File: config.mk
export PLATFORM = sky130hd
export DESIGN_NAME = hbc_ctrl
export DESIGN_NICKNAME = d
export VERILOG_FILES = /design/src/hw/rtl/hbc_pkg.sv /design/src/hw/rtl/hbc_ctrl.sv
export SDC_FILE = /design/constraint.sdc
export NUM_CORES = 1
export LEC_CHECK = 0
export ABC_AREA = 0
export ABC_CLOCK_PERIOD_IN_PS = 2490
export BUFFER_PORTS_ARGS = -buffer_cell sky130_fd_sc_hd__buf_2
export CORE_AREA = 5 5 42 44
export CTS_CLUSTER_SIZE = 30
export DETAILED_ROUTE_END_ITERATION = 10
export DIE_AREA = 0 0 47 49
export PLACE_DENSITY = 0.59
export SLEW_MARGIN = 20
export SYNTH_ARGS = -nofsm -noshare
export SYNTH_HDL_FRONTEND = slang
export SYNTH_SLANG_ARGS = --single-unit
File: constraint.sdc
create_clock -name clk_i -period 2.49 [get_ports clk_i]
set_clock_uncertainty 0.1 [all_clocks]
set_input_delay 0.498 -clock clk_i [delete_from_list [all_inputs] [get_ports clk_i]]
set_output_delay 0.498 -clock clk_i [all_outputs]
set_load 0.03 [all_outputs]
File: src/hw/rtl/hbc_pkg.sv
// Shared types and constants of the hashed block buffer cache.
// Used by hbc_mod, hbc_dp, hbc_ctrl and hashed_block_buffer_cache; no dependencies.
package hbc_pkg;

  localparam int unsigned SLOTS_DEF   = 32;
  localparam int unsigned BUCKETS_DEF = 13;

  localparam int unsigned KIND_W  = 3;
  localparam int unsigned DEV_W   = 8;
  localparam int unsigned BLK_W   = 32;
  localparam int unsigned SLOT_FW = 5;
  localparam int unsigned TIME_W  = 32;
  localparam int unsigned CNT_W   = 8;
  localparam int unsigned STAT_W  = 2;

  localparam int unsigned IN_TDATA_W  = 80;
  localparam int unsigned IN_TUSER_W  = KIND_W;
  localparam int unsigned OUT_TDATA_W = 8;

  localparam logic [CNT_W-1:0] COUNT_MAX = 8'hFF;

  typedef enum logic [KIND_W-1:0] {
    KIND_GET     = 3'd0,
    KIND_RELEASE = 3'd1,
    KIND_PIN     = 3'd2,
    KIND_UNPIN   = 3'd3,
    KIND_FILL    = 3'd4
  } kind_e;

  typedef enum logic [STAT_W-1:0] {
    ST_OK     = 2'd0,
    ST_NOFREE = 2'd1,
    ST_UNDER  = 2'd2,
    ST_SAT    = 2'd3
  } status_e;

  // controller to datapath
  typedef struct packed {
    logic load;       // latch request, clear search state, start remainder
    logic scan_step;  // read next slot of the scan
    logic rd_single;  // read the addressed slot
    logic pick;       // register the replacement choice
    logic commit;     // write back and load the result register
  } hbc_cmd_t;

  // datapath to controller
  typedef struct packed {
    logic in_get;
    logic scan_last;
    logic mod_done;
    logic out_free;
  } hbc_sts_t;

endpackage

File: src/hw/rtl/hbc_ctrl.sv
// Controller state machine: sequences load, single-slot read or scan, pick and write-back.
// Depends on hbc_pkg.
module hbc_ctrl (
  input  logic              clk_i,
  input  logic              rst_ni,
  input  logic              s_axis_tvalid_i,
  output logic              s_axis_tready_o,
  input  hbc_pkg::hbc_sts_t sts_i,
  output hbc_pkg::hbc_cmd_t cmd_o
);
  import hbc_pkg::*;

  typedef enum logic [5:0] {
    S_IDLE  = 6'b000001,
    S_RD    = 6'b000010,
    S_SCAN  = 6'b000100,
    S_DRAIN = 6'b001000,
    S_PICK  = 6'b010000,
    S_WR    = 6'b100000
  } state_e;

  state_e state_q, state_d;

  always_comb begin
    state_d = state_q;
    cmd_o   = '0;
    unique case (state_q)
      S_IDLE: begin
        if (s_axis_tvalid_i) begin
          cmd_o.load = 1'b1;
          state_d    = sts_i.in_get ? S_SCAN : S_RD;
        end
      end
      S_RD: begin
        cmd_o.rd_single = 1'b1;
        state_d         = S_WR;
      end
      S_SCAN: begin
        cmd_o.scan_step = 1'b1;
        if (sts_i.scan_last) begin
          state_d = S_DRAIN;
        end
      end
      // last read lands here; hold until the bucket number is known
      S_DRAIN: begin
        if (sts_i.mod_done) begin
          state_d = S_PICK;
        end
      end
      S_PICK: begin
        cmd_o.pick = 1'b1;
        state_d    = S_WR;
      end
      S_WR: begin
        if (sts_i.out_free) begin
          cmd_o.commit = 1'b1;
          state_d      = S_IDLE;
        end
      end
      default: begin
        state_d = S_IDLE;
      end
    endcase
  end

  always_ff @(posedge clk_i or negedge rst_ni) begin
    if (!rst_ni) begin
      state_q <= S_IDLE;
    end else begin
      state_q <= state_d;
    end
  end

  assign s_axis_tready_o = (state_q == S_IDLE);

  a_commit_free: assert property (@(posedge clk_i) disable iff (!rst_ni)
    cmd_o.commit |-> sts_i.out_free)
    else $error("result register overwritten");

  a_drain_hold: assert property (@(posedge clk_i) disable iff (!rst_ni)
    (state_q == S_DRAIN && !sts_i.mod_done) |=> (state_q == S_DRAIN))
    else $error("pick started before bucket number ready");

endmodule

=== Word level (Yosys, flattened, before mapping) ===
Cells that the tools add are included.

* Input bits: 7
* Memories kept: 0
* Word-level logic and storage cells: 26
* RAM bits: 0
* Bits in latches: 0
* Output and inout port bits: 6
* Bits in read-only memories: 0
* Register bits: 6

* Reductions and logical operators: 2
* Div/mod/pow operators: 0
* Eq/ne operators: 10
* Bitwise gates (word level): 0
* $lt $le $gt $ge: 0
* Multipliers: 0
* Shifts and indexed selects: 0
* Add/sub/neg operators: 0
* Muxes and demuxes: 13

{| class="wikitable"
|+ Operators by type and width
! kind !! count
|-
| $pmux 6 s5 || 1
|-
| $mux 6 || 4
|-
| $ne 2x2->1 const B || 4
|-
| $mux 1 || 7
|-
| $eq 6x1->1 const B || 1
|-
| $eq 6x2->1 const B || 1
|-
| $eq 6x3->1 const B || 1
|-
| $eq 6x4->1 const B || 1
|-
| $eq 6x5->1 const B || 1
|-
| $eq 6x6->1 const B || 1
|-
| $reduce_and 4->1 || 1
|-
| $mux 3 || 1
|-
| $reduce_or 2->1 || 1
|}

=== Depth between registers and ports, before layout ===
* Depth in word-level cells: 3
* Depth in mapped cells: 5
* Depth with buffers taken out: 4

=== Worst setup path before layout ===
Ideal clock, no wire load.

* Path type: flip-flop to output port
* Start: reg state_q[2]
* End: out cmd_o[1] (netlist bit)
* Data arrival time: 1.761 ns
* Slack: 0.131 ns
* Path buffers: 1
* Required time: 1.892 ns
* Cell stages (with the launch flop): 4
* Cell sequence: dfrtp_1 > buf_6 > or2_2 > nor4_1

{| class="wikitable"
|+ RTL lines
! element !! line !! text
|-
| start, declared || hbc_ctrl.sv:22 || <nowiki>state_e state_q, state_d;</nowiki>
|-
| start signal, assigned || hbc_ctrl.sv:70 || <nowiki>state_q <= state_d;</nowiki>
|-
| end, declared || hbc_ctrl.sv:9 || <nowiki>output hbc_pkg::hbc_cmd_t cmd_o</nowiki>
|}

==> metrics.txt <==
CTS buffer count 3; Avg Cell Area, Syn 9.04 sq um; worst hold path type input pin to register; Tcrit/Tclk final 0.870; register area share after synthesis 0.372; crit path cell chain nor4_1 -> and3_1 -> buf_2; critical path endpoint category output pin; outcome complete, no violations; DIE HEIGHT 49 microns; crit path from state_q[2]; Post-synth top flop dfrtp_1; top post-synthesis cells by area dfrtp_1 31%, dfstp_2 6.5%, nor4_1 4.6%, o21ai_0 3.7%, o211ai_1 3.7%; total leakage power 0.235 nW; Slew @ Worst Pin 384 ps; layout cell share with drive strength beyond 1 0.317; Initial Util 0.290; CTS Sinks 6; crit path DAT 1570 ps; row count 14; met2 wire len 386 microns; Max clock buf depth 2; DR vias 385; Req. time, crit path 1890 ps; initial antenna violation count 0; Unique masters post-synth 29; async set-reset flop share out of synthesis 1.00; Final ANT Viol Nets 0; worst r2r src state_q[2]; Syn Nets 52; nets@finish 68; Final Hold Fails 0; vias per inst 5.07; GP Congestion 0.747; CP bufs+invs 1; CP top delay family simple AND/OR/NAND/NOR gates; Remaining DRCs 0; Global Route Usage Sum 0.0943; GRT overflow 0; worst vdd ir 399 uV; Synth top area share 0.308; post-route setup TNS 0 ps; Metal-1 WL 385 microns; Pwr Density 1010 nW/um^2; TritonCTS clock tree done; fillers 156; H-Tree Depth 1; Post-Synthesis Cells 45; crit path time final 2170 ps; Slowest-stage cell, CP dfrtp_1; commonest non-fill, non-tap cell in the layout buf_2; most frequent cells in the layout 12 x buf_2, 5 x dfrtp_1; Final Setup Violations 0; worst-path maximum fanout 10; Area growth syn-to-layout 24.6%; Peak Freq 462 MHz; Synth Cell Area 407 sq um; Root Buffer clkbuf_4; final WL 859 microns; Core ar. 1400 sq um; CP Launch Type register; Worst-Skew Late Latency 240 ps; Yosys top cell by area dfrtp_1; largest reg by FF count state_q; Die Width 47 microns; CP peak stage delay 470 ps; Slew headroom 0.742; ant diodes 0; max_cap viols 0; DP HPWL 677 microns; hold_ws 400 ps; Setup CP Type register to output pin; hold_sp sts_i[3]; Top Registers state_q x6; Ports 13; pin count of the biggest net entering global routing 11; WL met3 78 microns; max-slew violation total from the final report 0; yosys warns 0; first-pass GRT wire length 1490 microns; initial DRC count 2; first-pass iteration count of the detailed router 3; EDFF count, synth 0; vias in the first global route 365; RSZ-0062 raised after global routing false; Buffers on Ports 12; Top Layer Used met4; die area 2300 sq um; Clock transition at path regs 50 ps; max FFs per register 6; FF+latch count, synth 6; routed length per instance 11.3 microns
[metrics by stage]
step	setup slack [ps]	power [mW]	std cells	cell area (sq um)	utilization
2_1_floorplan	131	0.365	45	407	-
3_3_place_gp	601	0.422	71	470	0.336
3_5_place_dp	595	0.419	71	470	0.336
4_1_cts	319	0.522	76	507	0.362
5_1_grt	159	0.574	76	507	0.362
6_report	324	0.514	76	507	0.362
[repair_timing]
action / in CTS / in global routing
resized for setup: 0 / 0
hold buffers: 1 / 0
setup buffers: 0 / 0
hold endpoints to repair: 5 / 0
[layout make-up]
class                           count  area, sq um  area share
Multi-Input combinational cell     35          231       0.457
Timing Repair Buffer               13         70.1       0.138
Inverter                            2         7.51      0.0148
Clock buffer                        4         26.3      0.0519
Sequential cell                     6          151       0.299
Tap cell                           16         20.0      0.0395
[routing by layer]
| metal | vias up | track usage |
|---|---|---|
| met4 | 0 | 0.0415 |
| met1 | 174 | 0.119 |
| met3 | 2 | 0.0701 |
| li1 | 196 | - |
| met5 | - | 0 |
| met2 | 13 | 0.118 |
[cell usage after synthesis, types with 2 or more instances]
cell type,number
o21ai_0,3
nor4_1,3
o211ai_1,2
a31oi_1,2
nor2_1,3
nor2b_1,2
inv_1,2
nor3_1,2
nand2_1,2
dfrtp_1,5
[worst reg2reg max path: cells and delay by family, from the launching register on]
| kind | cells | cell delay (ps) |
|---|---|---|
| AO/OA/AOI/OAI | 2 | 260 |
| flip-flops | 1 | 470 |
| AND/OR/NAND/NOR | 2 | 530 |
[power breakdown]
group | internal [mW] | switching [mW] | total [mW]
clock network | 0.0608 | 0.0362 | 0.0970
registers | 0.128 | 0.0407 | 0.169
logic | 0.0935 | 0.154 | 0.248
total | 0.282 | 0.231 | 0.514
[path summary, 6_finish.rpt]
check	slack [ps]	cells after the start	endpoint
min reg2reg	520	1	state_q[5]
min in group asynchronous	500	2	state_q[3]
min	400	2	state_q[2]
max reg2reg	1030	4	state_q[0]
max in group asynchronous	1570	2	state_q[0]
max	320	3	cmd_o[4]
[cells by family (layout without fill, tap and decap cells)]
kind of cell              count (synthesis)  count (layout)  synth area share
AOI/OAI and AO/OA                        11              11             0.188
buffers and inverters                     4              19            0.0585
DFF                                       6               6             0.372
and+or+nand+nor                          23              23             0.360
xor gates and xnor gates                  1               1            0.0215
(Power assumes the default switching activity.)
